===== config.mk =====
export PLATFORM = sky130hd
export DESIGN_NAME = cacp_front
export DESIGN_NICKNAME = d
export VERILOG_FILES = /design/src/rtl/core/cacp_pkg.sv /design/src/rtl/core/cacp_front.sv
export SDC_FILE = /design/constraint.sdc
export NUM_CORES = 1
export LEC_CHECK = 0
export ABC_AREA = 0
export BUFFER_PORTS_ARGS = -buffer_cell sky130_fd_sc_hd__buf_4
export CORE_ASPECT_RATIO = 2
export CORE_MARGIN = 10
export CORE_UTILIZATION = 40
export CTS_CLUSTER_DIAMETER = 150
export DETAILED_ROUTE_END_ITERATION = 8
export HOLD_SLACK_MARGIN = 0.08
export PLACE_DENSITY_LB_ADDON = 0.25
export SYNTH_ARGS = -nofsm -noshare
export SYNTH_HDL_FRONTEND = slang
export SYNTH_SLANG_ARGS = --single-unit

===== constraint.sdc =====
create_clock -name clock -period 2.2 [get_ports clock]
set_input_delay 0.55 -clock clock [delete_from_list [all_inputs] [get_ports clock]]
set_output_delay 0.55 -clock clock [all_outputs]
set_load 0.03 [all_outputs]

===== src/rtl/core/cacp_pkg.sv =====
// Shared constants and types for the call auction clearing price block.
package cacp_pkg;

   localparam int ORDER_DEPTH_DEF = 1024;
   localparam int PRICE_BITS_DEF  = 32;
   localparam int QTY_BITS_DEF    = 32;

   // Clearing engine sequencer states
   typedef enum logic [2:0] {
      BK_IDLE,
      BK_LOAD,
      BK_SCAN,
      BK_DRAIN,
      BK_EVAL,
      BK_DONE
   } bk_state_type;

endpackage


===== src/rtl/core/cacp_front.sv =====
// Front end: accepts orders, writes the store, hands a clear job to the back end.
module cacp_front #(
   parameter int ORDER_DEPTH = cacp_pkg::ORDER_DEPTH_DEF,
   parameter int PRICE_BITS  = cacp_pkg::PRICE_BITS_DEF,
   parameter int QTY_BITS    = cacp_pkg::QTY_BITS_DEF
) (
   input  logic                           clock,
   input  logic                           reset,
   input  logic                           req_push,
   output logic                           req_full,
   input  logic                           req_order_is_buy,
   input  logic [PRICE_BITS-1:0]          req_order_price,
   input  logic [QTY_BITS-1:0]            req_order_qty,
   input  logic                           req_batch_last,
   output logic                           st_wr_en,
   output logic [$clog2(ORDER_DEPTH)-1:0] st_wr_addr,
   output logic [PRICE_BITS-1:0]          st_wr_price,
   output logic [QTY_BITS:0]              st_wr_side_qty,
   output logic                           job_valid,
   output logic [$clog2(ORDER_DEPTH+1)-1:0] job_count,
   output logic                           job_dropped,
   input  logic                           job_take,
   input  logic                           back_busy
);

   import cacp_pkg::*;

   localparam int AW = $clog2(ORDER_DEPTH);
   localparam int CW = $clog2(ORDER_DEPTH + 1);
   localparam logic [CW-1:0] DEPTH_C = CW'(ORDER_DEPTH);

   logic [CW-1:0] count_ff, count_in;
   logic          drop_ff, drop_in;
   logic          job_valid_ff, job_valid_in;
   logic [CW-1:0] job_count_ff, job_count_in;
   logic          job_drop_ff, job_drop_in;
   logic          accept;
   logic          room;

   // Store is held while a batch waits to be cleared or is being cleared
   assign req_full = job_valid_ff | back_busy;
   assign accept   = req_push & ~req_full;
   assign room     = (count_ff < DEPTH_C);

   assign st_wr_en       = accept & room;
   assign st_wr_addr     = count_ff[AW-1:0];
   assign st_wr_price    = req_order_price;
   assign st_wr_side_qty = {req_order_is_buy, req_order_qty};

   // Fill count, drop flag and job handoff
   always_comb begin
      count_in     = count_ff;
      drop_in      = drop_ff;
      job_valid_in = job_valid_ff & ~job_take;
      job_count_in = job_count_ff;
      job_drop_in  = job_drop_ff;
      if (accept) begin
         if (room) begin
            count_in = count_ff + CW'(1);
         end else begin
            drop_in = 1'b1;
         end
         if (req_batch_last) begin
            job_valid_in = 1'b1;
            job_count_in = count_in;
            job_drop_in  = drop_in;
            count_in     = '0;
            drop_in      = 1'b0;
         end
      end
   end

   always_ff @(posedge clock) begin
      if (reset) begin
         count_ff     <= '0;
         drop_ff      <= 1'b0;
         job_valid_ff <= 1'b0;
      end else begin
         count_ff     <= count_in;
         drop_ff      <= drop_in;
         job_valid_ff <= job_valid_in;
      end
      job_count_ff <= job_count_in;
      job_drop_ff  <= job_drop_in;
   end

   assign job_valid   = job_valid_ff;
   assign job_count   = job_count_ff;
   assign job_dropped = job_drop_ff;

endmodule


== Word-level counts from Yosys, hierarchy flattened ==
Index checks and enable logic that the tools add are counted.

* Word-level logic and storage cells: 20
* Input bits: 71
* Flip-flop bits (word level): 25

* Add/sub/neg operators: 1
* Bitwise gates (word level): 6
* Magnitude comparators: 1
* Multiplexer cells: 6
* Reduce and logical (&&, ||, !) cells: 1

{| class="wikitable"
|+ Operators by type and width
! kind !! number
|-
| 11-bit two-way mux || 2
|-
| 11-bit by 1-bit adder with 11-bit output (second input constant) || 1
|-
| 11-bit < comparator (second input constant) || 1
|-
| 1-bit two-way mux || 4
|-
| 1-bit bitwise AND || 3
|-
| 1-bit inverter || 2
|-
| 2-bit AND reduction || 1
|-
| 1-bit bitwise OR || 1
|}

== Logic depth before layout (Yosys ltp) ==
Gate-level depths: netlist of the first run.

* Word-level depth: 4
* Mapped depth: 5

== Worst setup path after synthesis of the first run ==
Ideal clock, no wire load.

* Path type: input-to-output
* From: input port back_busy
* To: output port st_wr_en
* Stages on the path: 3
* Setup slack: 0.031 ns
* Data arrival time: 1.619 ns
* Cell sequence: or3b_2 > clkbuf_1 > nor2_1

* Word-level cells in the longest chain between the ends: 4

{| class="wikitable"
|+ RTL lines
! item !! RTL line !! text
|-
| from (decl) || cacp_front.sv:23 || <nowiki>input logic back_busy</nowiki>
|-
| 1-bit bitwise OR || cacp_front.sv:41 || <nowiki>assign req_full = job_valid_ff | back_busy;</nowiki>
|-
| 1-bit inverter || cacp_front.sv:42 || <nowiki>assign accept = req_push & ~req_full;</nowiki>
|-
| 1-bit bitwise AND || cacp_front.sv:42 ||
|-
| 1-bit bitwise AND || cacp_front.sv:45 || <nowiki>assign st_wr_en = accept & room;</nowiki>
|-
| to (decl) || cacp_front.sv:15 || <nowiki>output logic st_wr_en,</nowiki>
|}

Every way passes these cells.

== Worst setup path after layout of the first run ==
Same ends and word-level chain as after synthesis.

==> summary.md, run 1 <==
| Metric | Value |
|---|---|
| Status | completed |
| Net Count, Synth | 254 |
| P_int | 0.6504 mW |
| Std-Cell Rows | 33 |
| Pre-antenna DRT Iters | 4 |
| First-pass GRT wire length | 5602 um |
| Die Wd | 66.43 um |
| Critical Path AT | 1.45 ns |
| Routed WL | 3699 um |
| Clock root cell | clkbuf_8 |
| Sw Pwr | 0.1910 mW |
| Largest net degree at the start of global routing | 15 |
| Hpwl dp | 2929 um |
| Die ar. | 7496 sq um |
| Post-CTS Repair Setup Buffers | 0 |
| Worst setup margin | about 0.2 ns |
| DR vias | between 1000 and 1500 |
| Critical path depth in cells | 4 |
| Place WS | 0.1779 ns |
| CP most frequent cell | buf_4 |
| Top delay family on crit path | simple AND/OR/NAND/NOR gates |
| Worst vdd ir | 0.0003054 V |
| Via/cell ratio | 5.333 |
| WS Path Type | input port to primary output |
| TNS Setup | 0 ns |
| WP buf/inv | 2 |
| Core area | ~4100 sq um |
| Fin crit period | 1.997 ns |
| Yosys top cell by area | buf_4 |
| Startpoint types | input port |
| Die Y-Extent | 112.9 um |
| Max Cap Viol | 0 |
| Initial antenna violation count | 0 |
| Synthesized area per cell | 9.473 sq um |
| Leakage | 0.5685 nW |
| Worst-margin pin slew | 0.3668 ns |
| Pwr/cell area | 562.3 nW/um^2 |
| TritonCTS clock tree | built |
| Initial core utilization | 41.76% |
| TritonCTS buffer count | 3 |
| Area delta synth->final | -13.21% |
| DRT iter0 DRCs | 23 |
| Worst hold path type | flip-flop to flip-flop |
| N_diodes | 0 |
| Clock power frac | 32.2% |
| Longest Clk Path Bufs | 2 |
| Routability Congestion | 0.8208 |
| Worst path max stage delay | about 0.50 ns |
| Yosys reg bits | 25 |
| Clk_skew | 0.003819 ns |
| Total GRT Usage | 9.640% |
| Drt wl/cell | 19.27 um |
| Vias in the first global route | 1069 |
| Post-synth top area share | 32.66% |
| Crit. End Element | primary output |
| Routed Antenna Nets | 0 |
| Remaining global-route overflow | 0 |
| CP cell instances | buf_4, or3b_2, nor2_1, buf_4 |
| Slew Viols, Final | 0 |
| WP data required | 1.65 ns |
| Detailed-route DRC error count | 0 |
| Nets@finish | between 200 and 250 |
| Sw frac | 22.70% |
| Syn Std Cell Area | roughly 1700 sq um |
| IO buf count | 30 |
| Worst skew pair latency | around 0.27 ns |
| Register area share after synthesis | a little over a third |
| Worst rel slew slack | 75.52% |
| CTS Sinks | 25 |
| CTS resizes | 0 |
| Worst Hold Depth | 2 |
| Area contributors post-synth | buf_4 33%, edfxtp_1 21%, dfxtp_1 15% |
| Combinational power share | a little under 9% |
| Final setup viols | 0 |
| Synth warn | 0 |
| Count of final hold-check violations | 0 |
| Cell variety after synth | 39 |
| Slowest library cell on the worst path | or3b_2 |
| Cts hold-fix bufs | 0 |
| Count of boundary I/O pins | about 160 |
| Seq pwr share | 58.9% |
| RSZ-0062 raised after global routing | no |
| R2R depth | 5 |
| H-Tree Level Count | 1 |
| Fill count | 432 |
| Fraction of layout instances using a drive strength above 1 | 33.57% |
| Tcrit/Tclk final | 90.77% |
| Worst Path Max Fanout | 3 |
| Syn Inst Count | approximately 180 |
| Fmax | between 0.5 and 0.6 GHz |
| Worst-path clk slew | 0.08 ns |
## layer usage
| layer | up-vias | part of all wire [%] | GRT usage [%] |
|---|---|---|---|
| li1 | 456 | - | - |
| met1 | 456 | 29 | 7.272 |
| met2 | 72 | 50 | 15.48 |
| met3 | 40 | 13 | 5.534 |
| met4 | 0 | 7.8 | 10.27 |
| met5 | - | 0 | 0 |
## synthesized netlist by cell type, drive strengths merged
master / number
and4b: 1
xor2: 2
mux2: 1
a32o: 1
a22oi: 1
o21bai: 1
nand2b: 3
buf: 76
or3b: 1
nor3b: 1
nor2: 6
inv: 1
xnor2: 7
and3b: 1
or4: 1
nand3: 4
nand4b: 1
o21ai: 6
nand3b: 2
nand2: 6
nor2b: 2
a31oi: 2
clkbuf: 4
ha: 1
o21a: 1
o311ai: 1
or3: 6
dfxtp: 13
a21oi: 11
nor3: 2
or2: 2
and4: 2
edfxtp: 12
## placed cells by master (no fill, tap or decap), types with 3 or more instances in the layout
master    count
o21ai_0       6
a21oi_1      11
or3_1         5
xnor2_1       7
nand3_1       3
clkbuf_8      3
buf_4        34
nor2_1        6
edfxtp_1     12
dfxtp_1      13
nand2_1       6
## state kept, by name (all words and copies together), names as in the netlist
signal / count
job_valid: 1
job_dropped: 1
count_ff: 11
drop_ff: 1
job_count: 11
## cell families (layout without fill, tap and decap cells)
kind of cell,count (synthesis),count (layout),synth area share (%)
buffers and inverters,81,39,34.62
AO/OA/AOI/OAI,24,24,8.056
adder cells (fa/ha/maj),1,1,0.7256
multiplexers,1,1,0.6531
AND/OR/NAND/NOR,41,41,15.38
XOR/XNOR,9,9,4.572
flip-flops,25,25,35.99
## through the flow
step                utilization (%)  area, sq um  hold slack, ns  cells  power [mW]
floorplan                         -         1724          0.4787    182      0.7706
global placement              35.15         1451          0.4986    188      0.5815
detailed placement            35.15         1451          0.5111    188      0.5826
CTS                           36.24         1496          0.5223    192      0.8472
global route                  36.24         1496          0.5409    192      0.8762
finish                        36.24         1496          0.5204    192      0.8414
## power groups by stage
stage	Sequential (mW)	Combinational (mW)	Clock [mW]
floorplan	0.517	0.254	0
global placement	0.506	0.0755	0
detailed placement	0.506	0.0764	0
CTS	0.495	0.0766	0.275
global route	0.496	0.0811	0.299
finish	0.495	0.0751	0.271
## cell type report
type                    instances  area [sq um]  share of cell area, %
flip-flops and latches         25         620.6                  41.47
clock buffers                   4         45.04                  3.010
inverters                       1         3.754                 0.2508
repair buffers                 34         255.2                  17.06
well taps                      52         65.06                  4.348
multi-input cells              76         506.7                  33.86
## worst min-delay path, cell delays in order (launching register included)
cell     delay, ns
dfxtp_1       0.32
a21oi_1       0.11
nor3_1        0.05
## final timing paths
| path | startpoint | to | slack (ns) |
|---|---|---|---|
| hold reg to reg | drop_ff | drop_ff | 0.52 |
| hold / removal | drop_ff | drop_ff | 0.52 |
| setup / recovery | back_busy | st_wr_en | 0.20 |
| setup reg to reg | count_ff[0] | count_ff[4] | 0.43 |
No activity file was read; power rests on OpenSTA's default activity.
==> run 2, diff against run 1 <==
--- a/config.mk
+++ b/config.mk
@@ -13,6 +13,7 @@
 export CTS_CLUSTER_DIAMETER = 150
 export DETAILED_ROUTE_END_ITERATION = 8
 export HOLD_SLACK_MARGIN = 0.08
+export MAX_ROUTING_LAYER = met4
 export PLACE_DENSITY_LB_ADDON = 0.25
 export SYNTH_ARGS = -nofsm -noshare
 export SYNTH_HDL_FRONTEND = slang
==> run 2 against run 1 <==
Effect of this change: global-route usage grew 0.24 points; die area stayed put; register-to-register slack is essentially flat; clock-buffer cell count unchanged; flip-flop and latch count stayed put; combinational power barely moved; non-clock buffer count unchanged; largest cell class unchanged; largest power group unchanged; highest routed layer unchanged.
==> summary.md, run 2 (synthesized netlist as in run 1, its figures left out) <==
| Metric | Value |
|---|---|
| Fmax | 0.5008 GHz |
| Slew Viols, Final | 0 |
| Hpwl dp | 2929 um |
| Total GRT Usage | 9.882% |
| Count of boundary I/O pins | about 160 |
| Std-Cell Rows | 33 |
| N_diodes | 0 |
| Initial antenna violation count | 0 |
| Worst Hold Depth | 2 |
| Leakage | 0.5685 nW |
| H-Tree Level Count | 1 |
| Nets@finish | 213 |
| Via/cell ratio | between 5 and 6 |
| Hold Crit Endpoint | drop_ff |
| Remaining global-route overflow | 0 |
| Tcrit/Tclk final | ~91% |
| Status | completed |
| Crit. Startpoint | back_busy |
| Startpoint types | input port |
| Routability Congestion | about 0.83 |
| DR vias | 1025 |
| Clk_skew | 0.003422 ns |
| Slowest library cell on the worst path | or3b_2 |
| Count of final hold-check violations | 0 |
| Most frequent cells in the layout | 34 x buf_4, 13 x dfxtp_1, 12 x edfxtp_1, 11 x a21oi_1, 7 x xnor2_1 |
| Fin crit period | around 2.0 ns |
| RSZ-0062 raised after global routing | no |
| Final core occ | 36.24% |
| Worst R2R End | count_ff[4] |
| Max Cap Viol | 0 |
| Final setup viols | 0 |
| Worst rel slew slack | about three quarters |
| TritonCTS clock tree | built |
| Worst-margin pin slew | ~0.37 ns |
| CP cell instances | buf_4, or3b_2, nor2_1, buf_4 |
| Pre-antenna DRT Iters | 4 |
| R2R depth | 5 |
| Die Y-Extent | 112.9 um |
| TNS Setup | 0 ns |
| IO buf count | 30 |
| Initial core utilization | 41.76% |
| Post-CTS Repair Setup Buffers | 0 |
| WP data required | between 1.5 and 2 ns |
| Die Wd | 66.43 um |
| Drt wl/cell | ~19 um |
| Routed WL | 3709 um |
| Most common cell after layout, fill and taps aside | buf_4 |
| Worst Path Max Fanout | 3 |
| Worst Hold Launch | drop_ff |
| Die ar. | between 7000 and 8000 sq um |
| Worst vdd ir | slightly above 0.0003 V |
| Worst path max stage delay | 0.50 ns |
| Area delta synth->final | -13.21% |
| WS Path Type | input port to primary output |
| CTS Sinks | 25 |
| Detailed-route DRC error count | 0 |
| Longest Clk Path Bufs | 2 |
| First-pass GRT wire length | around 5600 um |
| Worst skew pair latency | 0.27 ns |
| Reg2reg setup slack | 0.43 ns |
| Fraction of layout instances using a drive strength above 1 | around 34% |
| TritonCTS buffer count | 3 |
| Pwr/cell area | ~560 nW/um^2 |
| Largest net degree at the start of global routing | 15 |
| Clock root cell | clkbuf_8 |
| Worst hold path type | flip-flop to flip-flop |
| DRT iter0 DRCs | 26 |
| Core area | 4129 sq um |
| Routed Antenna Nets | 0 |
| Crit. End Element | primary output |
| CP most frequent cell | buf_4 |
| Worst-path clk slew | 0.08 ns |
| Cts hold-fix bufs | 0 |
| Critical Path AT | between 1 and 1.5 ns |
| CTS resizes | 0 |
| Vias in the first global route | around 1100 |
| Reg2reg start | count_ff[0] |
## run 2: cell counts in the layout (fill, tap and decap cells not counted)
No cell type changed its count.
## run 2: critical path, delay by kind of cell
kind / cells / cell delay [ns]
AND/OR/NAND/NOR: 2 / 0.61
buffers and inverters: 2 / 0.29
## run 2: where the power goes
group | internal [mW] | switching, mW | leakage (nW)
clock network | 0.130 | 0.141 | 0.0228
logic | 0.0294 | 0.0457 | 0.327
registers | 0.491 | 0.00400 | 0.218
## run 2: how the worst max path moves through the flow
| stage | end |
|---|---|
| 3_3_place_gp | st_wr_en |
| 6_report | st_wr_en |
| 5_1_grt | st_wr_en |
| 3_5_place_dp | st_wr_en |
| 2_1_floorplan | st_wr_en |
| 4_1_cts | st_wr_en |
## run 2: cell type report
class	count	area, sq um
Clock buffer	4	45.04
Sequential cell	25	620.6
Timing Repair Buffer	34	255.2
Multi-Input combinational cell	76	506.7
Fill cell	432	2633
Tap cell	52	65.06
Inverter	1	3.754
## run 2: per-stage QoR
step | hold slack (ns) | instance area, sq um | worst slack, ns | power, mW | cells
floorplan | 0.4787 | 1724 | 0.03060 | 0.7706 | 182
CTS | 0.5223 | 1496 | 0.1780 | 0.8472 | 192
global placement | 0.4986 | 1451 | 0.1817 | 0.5815 | 188
global route | 0.5405 | 1496 | 0.1704 | 0.8740 | 192
detailed placement | 0.5111 | 1451 | 0.1779 | 0.5826 | 188
finish | 0.5204 | 1496 | 0.2030 | 0.8409 | 192
## run 2: metal layers
metal  GRT usage (%)  routed length [um]  vias to the layer above
li1                -                   -                      456
met1           7.039                1045                      457
met2           15.61                1881                       72
met3           5.632                 496                       40
met4           10.27                 284                        0
met5               -                   0                        -
==> run 3, diff against run 2 <==
--- a/config.mk
+++ b/config.mk
@@ -15,6 +15,7 @@
 export HOLD_SLACK_MARGIN = 0.08
 export MAX_ROUTING_LAYER = met4
 export PLACE_DENSITY_LB_ADDON = 0.25
+export SETUP_SLACK_MARGIN = 0.4
 export SYNTH_ARGS = -nofsm -noshare
 export SYNTH_HDL_FRONTEND = slang
 export SYNTH_SLANG_ARGS = --single-unit
==> run 3 against run 2 <==
Effect of this change: largest cell class unchanged; highest routed layer unchanged; largest power group unchanged; via count decreased by 0.20%; critical path depth is the same; maximum frequency rose by 8.5%; clock-buffer cell count is the same.
==> summary.md, run 3 (synthesized netlist as in run 1, its figures left out) <==
| Metric | Value |
|---|---|
| Status | completed |
| Fmax | 0.5434 GHz |
| Longest Clk Path Bufs | 2 |
| Total GRT Usage | 10.54% |
| H-Tree Level Count | 1 |
| Clock root cell | clkbuf_8 |
| Most frequent cells in the layout | 34 x buf_4, 12 x edfxtp_1, 11 x a21oi_1, 11 x dfxtp_1, 7 x xnor2_1 |
| Layer with the highest usage | met2 |
| Initial core utilization | 41.76% |
| Largest net degree at the start of global routing | 15 |
| Routed Antenna Nets | 0 |
| GR Util met3 | 4.150% |
| WP buf/inv | 2 |
| Worst skew pair latency | around 0.26 ns |
| Worst-margin pin slew | 0.4161 ns |
| Inst Count DP | 188 |
| WP data required | about 1.7 ns |
| Detailed-route DRC error count | 0 |
| Tcrit/Tclk final | 83.64% |
| N_diodes | 0 |
| Startpoint types | input port |
| Fraction of layout instances using a drive strength above 1 | 36.62% |
| Die ar. | 7496 sq um |
| GRT met2 Usage | 17.53% |
| Most common cell after layout, fill and taps aside | buf_4 |
| Nets@finish | roughly 220 |
| Fin crit period | 1.840 ns |
| Non-Filler Instances | 194 |
| CTS Sinks | 25 |
| Leakage | between 0.5 and 0.6 nW |
| Worst rel slew slack | 72.22% |
| Critical Path AT | 1.29 ns |
| Remaining global-route overflow | 0 |
| Worst Path Max Fanout | 2 |
| Worst vdd ir | roughly 0.00024 V |
| DR vias | 1023 |
| WS Path Type | input port to primary output |
| TritonCTS buffer count | 3 |
| Final setup viols | 0 |
| Via/cell ratio | 5.273 |
| Routing usage on met1 | 7.558% |
| Pre-antenna DRT Iters | 4 |
| Std-Cell Rows | 33 |
| Die Y-Extent | about 110 um |
| Pwr/cell area | 551.8 nW/um^2 |
| CP most frequent cell | buf_6 |
| Cts hold-fix bufs | 0 |
| Worst-path clk slew | 0.08 ns |
| Fill count | 424 |
| Top delay family on crit path | simple AND/OR/NAND/NOR gates |
| Routed WL | 3809 um |
| CP cell instances | buf_6, or3b_4, nor2_4, buf_6 |
| TNS Setup | 0 ns |
| Vias in the first global route | between 1000 and 1500 |
| Slowest library cell on the worst path | or3b_4 |
| Hpwl dp | 2955 um |
| Worst hold path type | flip-flop to flip-flop |
| Area delta synth->final | -11.18% |
| Max Cap Viol | 0 |
| Count of final hold-check violations | 0 |
| Drt wl/cell | 19.63 um |
| IO buf count | 30 |
| RSZ-0062 raised after global routing | yes |
| Crit. End Element | primary output |
| DRT iter0 DRCs | 4 |
| Die Wd | between 60 and 70 um |
| TritonCTS clock tree | built |
| Worst path max stage delay | 0.42 ns |
| Count of boundary I/O pins | 161 |
| Routability Congestion | 0.7616 |
| Clk_skew | 0.002277 ns |
| Slew Viols, Final | 0 |
| First-pass GRT wire length | roughly 6000 um |
| Initial antenna violation count | 0 |
| Core area | 4129 sq um |
## run 3: report_power, final
group	internal, mW	switching, mW
Combinational	0.0340	0.0491
Clock	0.129	0.138
Sequential	0.491	0.00284
## run 3: cell type report
class                   instances  area (sq um)  area share, %
clock buffers                   4         45.04          2.941
well taps                      52         65.06          4.248
multi-input cells              76         516.7          33.74
flip-flops and latches         25         623.1          40.69
repair buffers                 36         277.8          18.14
inverters                       1         3.754         0.2451
## run 3: per-stage QoR
step                      hold slack (ns)  power, mW  worst slack (ns)  cell area [sq um]  util [%]
after global placement             0.5006     0.5834            0.2459               1461     35.39
after detailed placement           0.5101     0.5845            0.2436               1461     35.39
after CTS                          0.5240     0.8559            0.3551               1529     37.03
after floorplan                    0.4787     0.7747            0.3804               1744         -
final                              0.4987     0.8451            0.3598               1531     37.09
after global routing               0.5360     0.8787            0.3250               1531     37.09
## run 3: tightest hold or removal path: cells and delay by family, from the launching register on
| family | cells | cell delay [ns] |
|---|---|---|
| AO/OA/AOI/OAI | 1 | 0.05 |
| AND/OR/NAND/NOR | 1 | 0.06 |
| flip-flops | 1 | 0.35 |
## run 3: final timing paths
path | from | to | slack (ns) | cells past startpoint
worst max-delay path | back_busy | st_wr_en | 0.36 | 4
worst min-delay path | count_ff[1] | count_ff[1] | 0.50 | 2
worst max register to register | count_ff[1] | count_ff[8] | 0.58 | 5
worst min register to register | count_ff[1] | count_ff[1] | 0.50 | 2
## run 3: repair_timing
action                                  CTS  global route
pin swaps                                 2             0
endpoints found under the setup margin    1             3
resized for setup                         2             2
buffers inserted                          2             0
## run 3: metal layers
metal / part of all wire [%] / up-vias
met5: 0 / -
met4: 8.7 / 0
met3: 11 / 46
met2: 53 / 76
met1: 28 / 439
li1: - / 462
