## config.mk

```make
export PLATFORM = sky130hd
export DESIGN_NAME = cacp_back
export DESIGN_NICKNAME = d
export VERILOG_FILES = /design/src/rtl/core/cacp_pkg.sv /design/src/rtl/core/cacp_back.sv
export SDC_FILE = /design/constraint.sdc
export NUM_CORES = 1
export LEC_CHECK = 0
export BUFFER_PORTS_ARGS = -buffer_cell sky130_fd_sc_hd__clkbuf_2
export CORE_ASPECT_RATIO = 1.1
export CORE_MARGIN = 4
export CORE_UTILIZATION = 45
export DETAILED_ROUTE_END_ITERATION = 7
export GPL_TIMING_DRIVEN = 0
export PLACE_DENSITY = 0.7
export REMOVE_ABC_BUFFERS = 1
export SYNTH_ARGS = -nofsm -noshare
export SYNTH_HDL_FRONTEND = slang
export SYNTH_SLANG_ARGS = --single-unit
```

## constraint.sdc

```tcl
create_clock -name clock -period 8.3 [get_ports clock]
set_input_delay 0.83 -clock clock [delete_from_list [all_inputs] [get_ports clock]]
set_output_delay 0.83 -clock clock [all_outputs]
set_load 0.05 [all_outputs]
```

## src/rtl/core/cacp_pkg.sv

```systemverilog
// Shared constants and types for the call auction clearing price block.
package cacp_pkg;

   localparam int ORDER_DEPTH_DEF = 1024;
   localparam int PRICE_BITS_DEF  = 32;
   localparam int QTY_BITS_DEF    = 32;

   // Clearing engine sequencer states
   typedef enum logic [2:0] {
      BK_IDLE,
      BK_LOAD,
      BK_SCAN,
      BK_DRAIN,
      BK_EVAL,
      BK_DONE
   } bk_state_type;

endpackage

```

## src/rtl/core/cacp_back.sv

```systemverilog
// Back end: sweeps every candidate price over the store and holds the result.
module cacp_back #(
   parameter int ORDER_DEPTH = cacp_pkg::ORDER_DEPTH_DEF,
   parameter int PRICE_BITS  = cacp_pkg::PRICE_BITS_DEF,
   parameter int QTY_BITS    = cacp_pkg::QTY_BITS_DEF
) (
   input  logic                             clock,
   input  logic                             reset,
   input  logic                             job_valid,
   input  logic [$clog2(ORDER_DEPTH+1)-1:0] job_count,
   input  logic                             job_dropped,
   output logic                             job_take,
   output logic                             back_busy,
   output logic [$clog2(ORDER_DEPTH)-1:0]   rd_addr_j,
   output logic [$clog2(ORDER_DEPTH)-1:0]   rd_addr_i,
   input  logic [PRICE_BITS-1:0]            price_j,
   input  logic [QTY_BITS:0]                side_qty_j,
   input  logic [PRICE_BITS-1:0]            price_i,
   output logic                             rsp_empty,
   input  logic                             rsp_pop,
   output logic                             rsp_price_valid,
   output logic [PRICE_BITS-1:0]            rsp_cross_price,
   output logic [QTY_BITS+$clog2(ORDER_DEPTH)-1:0] rsp_peak_volume,
   output logic                             rsp_orders_dropped
);

   import cacp_pkg::*;

   localparam int AW = $clog2(ORDER_DEPTH);
   localparam int CW = $clog2(ORDER_DEPTH + 1);
   localparam int SW = QTY_BITS + $clog2(ORDER_DEPTH);

   bk_state_type state_ff, state_in;
   logic [CW-1:0]   n_ff, n_in;
   logic            drop_ff, drop_in;
   logic [AW-1:0]   i_ff, i_in, j_ff, j_in;
   logic            pend_ff, pend_in;
   logic [SW-1:0]   dem_ff, dem_in, sup_ff, sup_in;
   logic [SW-1:0]   best_ff, best_in;
   logic [PRICE_BITS-1:0] lo_ff, lo_in, hi_ff, hi_in;
   logic            out_valid_ff, out_valid_in;
   logic            out_pv_ff, out_pv_in;
   logic [PRICE_BITS-1:0] out_price_ff, out_price_in;
   logic [SW-1:0]   out_vol_ff, out_vol_in;
   logic            out_drop_ff, out_drop_in;
   logic [CW-1:0]   last_idx;
   logic [SW-1:0]   vol;
   logic [PRICE_BITS-1:0] mid;

   assign last_idx  = n_ff - CW'(1);
   assign vol       = (dem_ff < sup_ff) ? dem_ff : sup_ff;
   assign mid       = lo_ff + ((hi_ff - lo_ff) >> 1);
   assign rd_addr_j = j_ff;
   assign rd_addr_i = i_ff;
   assign back_busy = (state_ff != BK_IDLE);

   // Sweep sequencer: outer index over candidates, inner index over orders
   always_comb begin
      state_in     = state_ff;
      n_in         = n_ff;
      drop_in      = drop_ff;
      i_in         = i_ff;
      j_in         = j_ff;
      pend_in      = 1'b0;
      dem_in       = dem_ff;
      sup_in       = sup_ff;
      best_in      = best_ff;
      lo_in        = lo_ff;
      hi_in        = hi_ff;
      job_take     = 1'b0;
      out_valid_in = out_valid_ff & ~rsp_pop;
      out_pv_in    = out_pv_ff;
      out_price_in = out_price_ff;
      out_vol_in   = out_vol_ff;
      out_drop_in  = out_drop_ff;

      // accumulate the order read in the previous cycle
      if (pend_ff) begin
         if (side_qty_j[QTY_BITS]) begin
            if (price_j >= price_i) begin
               dem_in = dem_ff + SW'(side_qty_j[QTY_BITS-1:0]);
            end
         end else begin
            if (price_j <= price_i) begin
               sup_in = sup_ff + SW'(side_qty_j[QTY_BITS-1:0]);
            end
         end
      end

      case (state_ff)
         BK_IDLE: begin
            if (job_valid) begin
               job_take = 1'b1;
               n_in     = job_count;
               drop_in  = job_dropped;
               i_in     = '0;
               best_in  = '0;
               lo_in    = '0;
               hi_in    = '0;
               state_in = BK_LOAD;
            end
         end
         BK_LOAD: begin
            j_in     = '0;
            dem_in   = '0;
            sup_in   = '0;
            state_in = BK_SCAN;
         end
         BK_SCAN: begin
            pend_in = 1'b1;
            j_in    = j_ff + AW'(1);
            if (CW'(j_ff) == last_idx) begin
               state_in = BK_DRAIN;
            end
         end
         BK_DRAIN: begin
            state_in = BK_EVAL;
         end
         BK_EVAL: begin
            if (vol > best_ff) begin
               best_in = vol;
               lo_in   = price_i;
               hi_in   = price_i;
            end else if (vol == best_ff) begin
               if (price_i < lo_ff) lo_in = price_i;
               if (price_i > hi_ff) hi_in = price_i;
            end
            i_in = i_ff + AW'(1);
            if (CW'(i_ff) == last_idx) begin
               state_in = BK_DONE;
            end else begin
               state_in = BK_LOAD;
            end
         end
         BK_DONE: begin
            if (~out_valid_ff | rsp_pop) begin
               out_valid_in = 1'b1;
               out_pv_in    = (best_ff != '0);
               out_price_in = (best_ff != '0) ? mid : '0;
               out_vol_in   = best_ff;
               out_drop_in  = drop_ff;
               state_in     = BK_IDLE;
            end
         end
         default: begin
            state_in = BK_IDLE;
         end
      endcase
   end

   always_ff @(posedge clock) begin
      if (reset) begin
         state_ff     <= BK_IDLE;
         pend_ff      <= 1'b0;
         out_valid_ff <= 1'b0;
      end else begin
         state_ff     <= state_in;
         pend_ff      <= pend_in;
         out_valid_ff <= out_valid_in;
      end
      n_ff         <= n_in;
      drop_ff      <= drop_in;
      i_ff         <= i_in;
      j_ff         <= j_in;
      dem_ff       <= dem_in;
      sup_ff       <= sup_in;
      best_ff      <= best_in;
      lo_ff        <= lo_in;
      hi_ff        <= hi_in;
      out_pv_ff    <= out_pv_in;
      out_price_ff <= out_price_in;
      out_vol_ff   <= out_vol_in;
      out_drop_ff  <= out_drop_in;
   end

   assign rsp_empty          = ~out_valid_ff;
   assign rsp_price_valid    = out_pv_ff;
   assign rsp_cross_price    = out_price_ff;
   assign rsp_peak_volume    = out_vol_ff;
   assign rsp_orders_dropped = out_drop_ff;

endmodule
```

* After elaboration in Yosys (flattened, before gate mapping)
Index checks and enable logic that the tools add are counted.
Cells by class: divide/modulo/power cells 0, $lt $le $gt $ge 6, $mul 0, bitwise logic cells 5, shift-type cells 0, reduce and logical (&&, ||, !) cells 14, eq/ne operators 15, muxes and demuxes 26, add/subtract/negate cells 7
Operators with widths (count):
- two-way mux 32 bit | 7
- one-hot mux 32 bit (2 select lines) | 2
- two-way mux 42 bit | 3
- adder 42 x 32 -> 42 bit | 2
- one-hot mux 42 bit (2 select lines) | 1
- equality test 42 bit | 1
- > comparator 42 bit | 1
- < comparator 42 bit | 1
- nonzero test 42 bit | 1
- one-hot mux 10 bit (2 select lines) | 2
- adder 32 x 31 -> 32 bit | 1
- greater-or-equal comparator 32 bit | 1
- > comparator 32 bit | 1
- less-or-equal comparator 32 bit | 1
- < comparator 32 bit | 1
- subtractor 32 bit | 1
- equality test 10 x 11 -> 1 bit | 2
- adder 10 x 1 -> 10 bit, second input constant | 2
- one-hot mux 3 bit (6 select lines) | 1
- two-way mux 3 bit | 4
- AND reduction 3 bit | 4
- subtractor 11 x 1 -> 11 bit, second input constant | 1
- two-way mux 10 bit | 1
- != test 3 bit, second input constant | 3
- 13 further kinds | 28
Word-level totals: bits of input ports 113, latch bits 0, memory bits (read-only) 0, RAM bits 0, output and inout port bits 99, memories kept 0, bits in registers 303, logic and storage cells 89

* Logic depth before layout (Yosys ltp)
Gate-level depths: netlist (run 1).
word-level depth 6, depth in mapped cells 23, depth with buffers taken out 21

* Worst setup path after synthesis (run 1)
Ideal clock, no wire load.
path type reg2reg, start point reg sup_ff[11], end point reg hi_ff[0], enable pin, setup slack 2.827 ns, required time 7.868 ns, path buffers 2, cell stages (with the launch flop) 24, clock period less this slack 5.473 ns, data arrival time 5.041 ns, setup time 0.432 ns, cell sequence dfxtp_1 > inv_1 > ha_1 > a21o_1 > a21o_1 > a21o_1 > a211oi_1 > o21ai_0 > a2bb2oi_1 > a21o_1 > clkbuf_1 > clkbuf_1 > nand3_1 > nand2_1 > ha_1 > nand3_1 > o221ai_1 > a21o_1 > a21oi_1 > o21ai_0 > a211oi_1 > o21ai_0 > a21oi_1 > a21oi_1
Between the ends: word-level cells in the longest chain between the ends 5, elaborated cells on any way between the ends 7, classes of those cells 2 x order compare; 3 x eq/ne; 1 x mux; 1 x reduce/logical
RTL lines:
- start, declared | RTL line cacp_back.sv:38 | logic [SW-1:0] dem_ff, dem_in, sup_ff, sup_in;
- start signal, assigned | RTL line cacp_back.sv:166 | sup_ff <= sup_in;
- < comparator 42 bit (*) | RTL line cacp_back.sv:51 | assign vol = (dem_ff < sup_ff) ? dem_ff : sup_ff;
- two-way mux 42 bit (*) | RTL line cacp_back.sv:51
- net vol[3] | RTL line cacp_back.sv:47 | logic [SW-1:0] vol;
- > comparator 42 bit or equality test 42 bit (tied branches) | RTL line cacp_back.sv:120, cacp_back.sv:124
- != test 3 bit (no line)
- AND reduction 4 bit (no line) (*)
- end signal, assigned | RTL line cacp_back.sv:169 | hi_ff <= hi_in;
- end, declared | RTL line cacp_back.sv:40 | logic [PRICE_BITS-1:0] lo_ff, lo_in, hi_ff, hi_in;
Mark *: on every way through the listed nets, which the timed path passes. The rest lies on a longest branch. A chain may end at the register's enable or synchronous reset.

* Worst setup path after layout (run 1)
start point reg sup_ff[39], end point reg best_ff[8], enable pin
Between the ends: word-level cells in the longest chain between the ends 5
RTL lines:
- < comparator 42 bit | RTL line cacp_back.sv:51
- two-way mux 42 bit (*) | RTL line cacp_back.sv:51
- net vol[39] | RTL line cacp_back.sv:47
- > comparator 42 bit (*) | RTL line cacp_back.sv:120 | if (vol > best_ff) begin
- != test 2 bit (no line) (*)
- AND reduction 3 bit (no line) (*)
- end signal, assigned | RTL line cacp_back.sv:167 | best_ff <= best_in;
- end, declared | RTL line cacp_back.sv:39 | logic [SW-1:0] best_ff, best_in;
Marked as above.

==> metrics.csv, run 1 <==
stage,metric,value,unit
logic_synthesis,Yosys cell types,85,
placed_design,Setup WS pre-CTS,1.50,ns
pwr,internal power,3.27,mW
placed_design,dpl hpwl,50500,um
detailed_routing,# DRC,0,
logic_synthesis,Post-synth EDFFs,214,
timing,FMAX,155,MHz
placed_design,placed insts,3331,
timing,crit share post-route,0.777,
hold_path,Worst Hold Depth,0,
critical_path,critical path required time,8.46,ns
cts,"Reg clk slew, reported paths",0.06,ns
final_layout,Post-Layout Cell Count,3402,
logic_synthesis,top cell type's share of synthesized area,0.282,
global_route,initial antenna violation count,8,
detailed_routing,Top Metal Used,met4,
final_layout,post-route cell area,25900,um2
timing,Slew @ Worst Pin,1.37,ns
hold_path,Hold Path Origin,drop_ff,
timing,Tmin final,6.45,ns
timing,setup TNS,0,ns
detailed_routing,vias,19600,
logic_synthesis,asr flop ratio synth,0,
logic_synthesis,"Avg Cell Area, Syn",9.04,um2
job,Max-Cap Viols,0,
floorplan,die span in y,244,um
final_layout,Finished Core Util,0.517,
final_layout,Filler cells,4665,
logic_synthesis,most common cell in the netlist,ha_1,
global_route,Global Route Usage Sum,0.225,
hold_path,Hold Path Class,reg2reg,
timing,Max Slew Vio Count,0,
critical_path,"Cell Chain, Critical Path",inv_1 -> ha_1 -> nand4_1 -> nor3_1 -> nand3_1 -> nor3_1 -> a21oi_1 -> o211a_1 -> nand3_1 -> nand2_1 -> ha_1 -> nand4_1 -> nor4_1 -> o21ai_0 -> o21ai_0 -> a31o_2,
timing,Worst Slack Setup Final,1.85,ns
placed_design,cell area after placement,24700,um2
detailed_routing,DR iter-0 viols,1474,
detailed_routing,final antenna-violating net count,0,
cts,clk sink count,303,
placed_design,GP Congestion,0.946,
final_layout,Post-layout nets,3132,
logic_synthesis,Synth Register Bits,303,
logic_synthesis,Synthesis Warnings,0,
pwr,Max VDD drop,0.131,mV
final_layout,area of the multi-input gates,13500,um2
critical_path,critical path data arrival time,6.61,ns
pwr,Pleak,11.7,nW
logic_synthesis,synth cell count leaders,"ha_1, a21oi_1, inv_1",
cts,TritonCTS buffer count,36,
cts,# Post-CTS Setup Buffers,0,
floorplan,Initial Util,0.454,
critical_path,worst reg-to-reg setup slack,1.85,ns
logic_synthesis,"Seq/Total Area, Yosys",0.360,
timing,Setup-failing EPs final,0,
floorplan,core area,50100,um2
detailed_routing,length of routed met3 wiring,3140,um
global_route,vias in the first global route,19600,
logic_synthesis,synthesized area,22800,um2
critical_path,Buf/Inv on CP,1,
pwr,Combinational Power Share,0.282,
logic_synthesis,Post-Syn Instances,2520,
detailed_routing,met1 wire length,25700,um
floorplan,Die W,223,um
placed_design,count of input and output buffers,211,
cts,root buffer cell,clkbuf_16,
cts,Clock Tree Buf Depth,3,
status,status,completed,
critical_path,"Largest stage delay, worst path",0.98,ns
detailed_routing,WL final,63800,um
hold_path,Hold Path Sink,rsp_orders_dropped,
timing,clock skew after layout,0.0137,ns
pwr,switching power total,1.53,mW
final_layout,sequential cell area,8210,um2
detailed_routing,first drt pass iteration count,5,
final_layout,share of cells above drive strength 1,0.116,
cts,hold buffers post-CTS,0,
global_route,largest net degree at the start of global routing,80,
global_route,global-route wire length before repair,101000,um
critical_path,worst r2r path cells,16,
floorplan,DIE AREA,54300,um2
critical_path,Worst Path Max Fanout,42,
pwr,Cell Pwr Density,185,nW/um2
pwr,power share of the clock group,0.339,
pwr,switching power share of the total,0.318,
floorplan,boundary pin count,212,
timing,worst hold slack,0.443,ns
cts,CTS tree,built,
timing,Rel. slew slack,0.0854,
critical_path,CP top delay family,compound AO/OA/AOI/OAI gates,
pwr,Reg power frac,0.378,
timing,Final Hold Viols,0,
global_route,GRT overflow,0,
cts,Worst-Skew Late Latency,0.55,ns
logic_synthesis,Synth area leader,edfxtp_1,
detailed_routing,Met2 Wirelength,31700,um
final_layout,layout overhead on the synthesized area,13.7,%
critical_path,reg-to-reg critical path endpoint,best_ff[8],
critical_path,worst-path cell with the longest stage delay,a31o_2,
critical_path,Worst R2R Start,sup_ff[39],
logic_synthesis,ys flop type,edfxtp_1,
detailed_routing,vias per inst,5.77,
critical_path,CP Launch Type,register,
logic_synthesis,"top cells by area, synth","edfxtp_1, ha_1, dfxtp_1",
detailed_routing,DR WL/cell,18.7,um
critical_path,CP Capture Type,register,
timing,RSZ-0062 raised after global routing,false,
floorplan,# rows,86,
critical_path,critical path class,reg2reg,
cts,htree depth,2,
cts,Post-CTS Resized,0,
pwr,final total power,4.80,mW
## power groups by stage
stage	Sequential [mW]	Clock, mW	Combinational (mW)
6_report	1.82	1.63	1.35
2_1_floorplan	1.84	0	0.988
3_3_place_gp	1.85	0	1.27
5_1_grt	1.82	1.72	1.52
3_5_place_dp	1.84	0	1.33
4_1_cts	1.81	1.67	1.34
## state kept, by name, indices dropped and copies added (netlist names), 3 cells and up
name,count
best_ff,42
dem_ff,42
rsp_peak_volume,42
sup_ff,42
hi_ff,32
lo_ff,32
rsp_cross_price,32
n_ff,11
rd_addr_i,10
rd_addr_j,10
state_ff,3
## layer usage
layer | global-route usage | up-vias
li1 | - | 9610
met1 | 0.267 | 9278
met2 | 0.404 | 595
met3 | 0.0274 | 147
met4 | 0.113 | 0
met5 | 0 | -
## worst max path at each step
stage                     depth (start not counted)         end  startpoint
after floorplan                                  20    hi_ff[0]  sup_ff[39]
after global placement                           17    lo_ff[1]  sup_ff[39]
after detailed placement                         15  best_ff[1]   sup_ff[8]
after CTS                                        14  best_ff[3]   dem_ff[7]
after global routing                             19  best_ff[9]  sup_ff[36]
final                                            16  best_ff[8]  sup_ff[39]
## layout make-up
class,instances,area share
Clock inverter,17,0.00840
Multi-Input combinational cell,1911,0.520
Clock buffer,44,0.0375
Sequential cell,303,0.317
Inverter,230,0.0333
Timing Repair Buffer,227,0.0512
Antenna cell,10,0.000966
Tap cell,660,0.0319
## cells in the final DEF, fill, tap and decap left out, types with 21 or more instances in the layout
cell,instances
a21oi_1,234
nand2_1,188
clkbuf_2,211
nor3_1,36
a31oi_1,21
ha_1,306
a21o_1,108
nor2b_1,23
xnor2_1,80
nand2b_1,22
nand3_1,103
clkbuf_16,37
o211ai_1,21
dfxtp_1,89
o21a_1,21
and3_1,21
o21ai_0,115
edfxtp_1,214
nor2_1,216
xor2_1,67
nand4_1,48
nor4_1,24
inv_1,230
a211oi_1,21
## cell families after synthesis
logic type               count (synthesis)  synth area share
AO/OA/AOI/OAI                          682             0.194
flip-flops                             303             0.360
AND/OR/NAND/NOR                        752             0.158
XOR/XNOR                               147            0.0565
multiplexers                            20           0.00884
buffers and inverters                  306            0.0516
adder cells (fa/ha/maj)                310             0.172
(Power assumes the default switching activity.)
==> run 2: changes to the inputs <==
--- a/config.mk
+++ b/config.mk
@@ -5,6 +5,7 @@
 export SDC_FILE = /design/constraint.sdc
 export NUM_CORES = 1
 export LEC_CHECK = 0
+export ABC_AREA = 1
 export BUFFER_PORTS_ARGS = -buffer_cell sky130_fd_sc_hd__clkbuf_2
 export CORE_ASPECT_RATIO = 1.1
 export CORE_MARGIN = 4
==> constraint.sdc (replaced) <==
create_clock -name clock -period 6.6 [get_ports clock]
set_input_delay 0.66 -clock clock [delete_from_list [all_inputs] [get_ports clock]]
set_output_delay 0.66 -clock clock [all_outputs]
set_load 0.05 [all_outputs]
==> metrics.csv, run 2 <==
stage,metric,value,unit,change
cts,htree depth,2,,unchanged
floorplan,Initial Util,0.457,,+0.00291
pwr,Combinational Power Share,0.537,,+0.255
logic_synthesis,adder-cell share of the synthesized area,0.155,,-0.0166
logic_synthesis,XOR/XNOR Fraction of Synth Area,0.0302,,-0.0263
timing,setup TNS,0,ns,unchanged
logic_synthesis,post-synthesis simple-gate area fraction,0.275,,+0.117
timing,Tmin final,5.63,ns,-0.825 ns
logic_synthesis,Synth Register Bits,303,,unchanged
placed_design,GP Congestion,0.964,,+1.8%
floorplan,DIE AREA,59900,um2,+10%
global_route,initial antenna violation count,1,,-7
timing,Worst Slack Setup Final,0.972,ns,-0.875 ns
global_route,global-route wire length before repair,123000,um,+23%
floorplan,Die W,234,um,+5.0%
logic_synthesis,synth cell count leaders,"nand2_1, inv_1, nor2_1",,
logic_synthesis,"top cells by area, synth","edfxtp_1, ha_1, nand2_1",,
detailed_routing,vias,23800,,+21%
placed_design,count of input and output buffers,211,,unchanged
job,Max-Cap Viols,0,,unchanged
status,status,completed,,
critical_path,worst r2r path cells,25,,+9
pwr,Pleak,14.0,nW,+20%
cts,hold buffers post-CTS,0,,unchanged
logic_synthesis,asr flop ratio synth,0,,unchanged
detailed_routing,WL final,79400,um,+25%
logic_synthesis,most common cell in the netlist,nand2_1,,
logic_synthesis,ys flop type,edfxtp_1,,
floorplan,die span in y,256,um,+5.1%
final_layout,Filler cells,5564,,+19%
logic_synthesis,mux cell area share after synthesis,0,,-0.00884
timing,RSZ-0062 raised after global routing,false,,
global_route,largest net degree at the start of global routing,62,,-23%
cts,TritonCTS buffer count,37,,+2.8%
detailed_routing,final antenna-violating net count,0,,unchanged
logic_synthesis,compound-gate portion of the synthesized area,0.125,,-0.0689
cts,Post-CTS Resized,0,,unchanged
final_layout,area of the multi-input gates,14800,um2,+9.9%
critical_path,worst reg-to-reg setup slack,0.97,ns,-0.88 ns
pwr,power share of the clock group,0.206,,-0.133
final_layout,"commonest cells after routing, fill and taps aside","nand2_1, inv_1, nor2_1, ha_1, a21oi_1",,
global_route,GRT overflow,0,,unchanged
timing,Final Hold Viols,0,,unchanged
logic_synthesis,top cell type's share of synthesized area,0.255,,-0.0274
timing,Slew @ Worst Pin,0.986,ns,-0.386 ns
hold_path,Hold Path Class,in2reg,,
timing,FMAX,178,MHz,+15%
floorplan,# rows,90,,+4.7%
cts,Clock Tree Buf Depth,3,,unchanged
logic_synthesis,"Seq/Total Area, Yosys",0.325,,-0.0350
final_layout,Post-layout nets,4197,,+34%
timing,Rel. slew slack,0.341,,+0.255
logic_synthesis,main combinational cell family by area after synthesis,simple AND/OR/NAND/NOR gates,,
cts,root buffer cell,clkbuf_16,,
cts,CTS tree,built,,
hold_path,Hold Path Origin,job_count[7],,
cts,clk sink count,303,,unchanged
floorplan,core area,55200,um2,+10%
final_layout,share of cells above drive strength 1,0.0853,,-0.0307
timing,Setup-failing EPs final,0,,unchanged
final_layout,"most common cell after layout, fill and taps aside",nand2_1,,
critical_path,critical path data arrival time,5.79,ns,-0.82 ns
critical_path,critical path required time,6.76,ns,-1.70 ns
cts,Worst-Skew Late Latency,0.55,ns,about the same
critical_path,CP Capture Type,register,,
timing,crit share post-route,0.853,,+0.0753
final_layout,layout overhead on the synthesized area,12.3,%,
detailed_routing,first drt pass iteration count,7,,+2
logic_synthesis,Yosys cell types,51,,-40%
detailed_routing,DR iter-0 viols,1319,,-11%
placed_design,dpl hpwl,65900,um,+30%
pwr,switching power share of the total,0.461,,+0.142
pwr,internal power,5.25,mW,+60%
critical_path,critical path class,reg2reg,,
critical_path,Worst R2R Start,sup_ff[32],,
cts,"Reg clk slew, reported paths",0.06,ns,about the same
pwr,switching power total,4.48,mW,+190%
final_layout,sequential cell area,8210,um2,unchanged
pwr,Reg power frac,0.257,,-0.121
global_route,Global Route Usage Sum,0.261,,+0.0352
global_route,vias in the first global route,23300,,+19%
timing,Max Slew Vio Count,0,,unchanged
cts,# Post-CTS Setup Buffers,0,,unchanged
critical_path,CP Launch Type,register,,
logic_synthesis,"Avg Cell Area, Syn",7.09,um2,-22%
detailed_routing,# DRC,0,,unchanged
detailed_routing,vias per inst,5.24,,-9.1%
logic_synthesis,synthesized area,25200,um2,+11%
logic_synthesis,Synth area leader,edfxtp_1,,
floorplan,boundary pin count,212,,unchanged
logic_synthesis,Post-synth EDFFs,214,,unchanged
pwr,Max VDD drop,0.220,mV,+67%
critical_path,reg-to-reg critical path endpoint,lo_ff[0],,
hold_path,Hold Path Sink,n_ff[7],,
placed_design,Setup WS pre-CTS,0.946,ns,-0.555 ns
pwr,Cell Pwr Density,343,nW/um2,+85%
hold_path,Worst Hold Depth,1,,+1
logic_synthesis,Synthesis Warnings,0,,unchanged
critical_path,Worst Path Max Fanout,51,,+21%
logic_synthesis,Post-Syn Instances,3558,,+41%
timing,clock skew after layout,0.0173,ns,+0.00364 ns
detailed_routing,DR WL/cell,17.5,um,-6.6%
run 2: cell count changes after synthesis, sizes merged, moves of 35 or more:
cell,delta
nand3,+57
nand2,+693
a21o,-95
xnor2,-55
inv,+306
clkbuf,-35
nor2,+309
a21oi,+55
o21ai,+75
run 2: worst max-delay path by stage:
stage	from	to	slack [ns]
final	sup_ff[32]	lo_ff[0]	0.97
after global routing	sup_ff[32]	lo_ff[0]	0.42
after CTS	sup_ff[33]	lo_ff[0]	0.92
after detailed placement	sup_ff[33]	lo_ff[0]	0.95
after global placement	sup_ff[33]	best_ff[3]	-3.15
after floorplan	sup_ff[32]	best_ff[0]	-0.05
run 2: area by class of cell:
type,instances,area share
clock buffers,48,0.0345
repair buffers,219,0.0430
clock inverters,16,0.00614
inverters,539,0.0716
multi-input cells,2674,0.522
well taps,736,0.0325
diodes,1,0.0000883
flip-flops and latches,303,0.290
run 2: routing by layer:
layer | track usage | part of all wire | vias to the layer above
li1 | - | - | 12200
met3 | 0.0284 | 0.045 | 188
met5 | 0 | 0 | -
met4 | 0.120 | 0.054 | 0
met1 | 0.310 | 0.41 | 10800
met2 | 0.468 | 0.50 | 632
run 2: critical path: stages, from the launching register on:
cell	delay [ns]
dfxtp_1	0.46
inv_1	0.15
ha_1	0.30
nand2_1	0.06
inv_1	0.05
nand3_1	0.10
nor3_1	0.43
nand2_1	0.12
nor2_1	0.17
nand2_1	0.11
nand3_2	0.50
buf_12	0.29
nand2_1	0.07
o21ai_0	0.13
inv_1	0.09
ha_1	0.30
nand2_1	0.07
nor2_1	0.11
nand4_1	0.11
nor2_1	0.28
nand4_1	0.17
nand3_1	0.12
nand2_1	0.18
nand3_1	0.14
nand2_1	0.06
inv_2	0.61
run 2: cells by family (layout without fill, tap and decap cells):
group | Yosys count | after routing
buffers and inverters | 581 | 822
and+or+nand+nor | 1701 | 1701
DFF | 303 | 303
xor gates and xnor gates | 87 | 87
other | 0 | 1
AOI/OAI and AO/OA | 576 | 576
adders and majority gates | 310 | 310
run 2: per-stage QoR:
stage	cells	hold WS, ns	util	area (um2)	total power [mW]
after floorplan	3516	0.400	-	25000	6.28
after global placement	4463	0.402	0.489	27000	7.67
after detailed placement	4470	0.421	0.492	27200	7.71
after CTS	4534	0.255	0.513	28300	9.75
after global routing	4536	0.260	0.513	28300	10.6
final	4536	0.286	0.513	28300	9.73
run 2: power groups by stage:
| stage | Clock (mW) | Sequential, mW | Combinational (mW) |
|---|---|---|---|
| after floorplan | 0 | 2.55 | 3.73 |
| after global placement | 0 | 2.54 | 5.13 |
| after detailed placement | 0 | 2.54 | 5.17 |
| final | 2.00 | 2.50 | 5.22 |
| after global routing | 2.12 | 2.52 | 5.99 |
| after CTS | 2.05 | 2.50 | 5.21 |
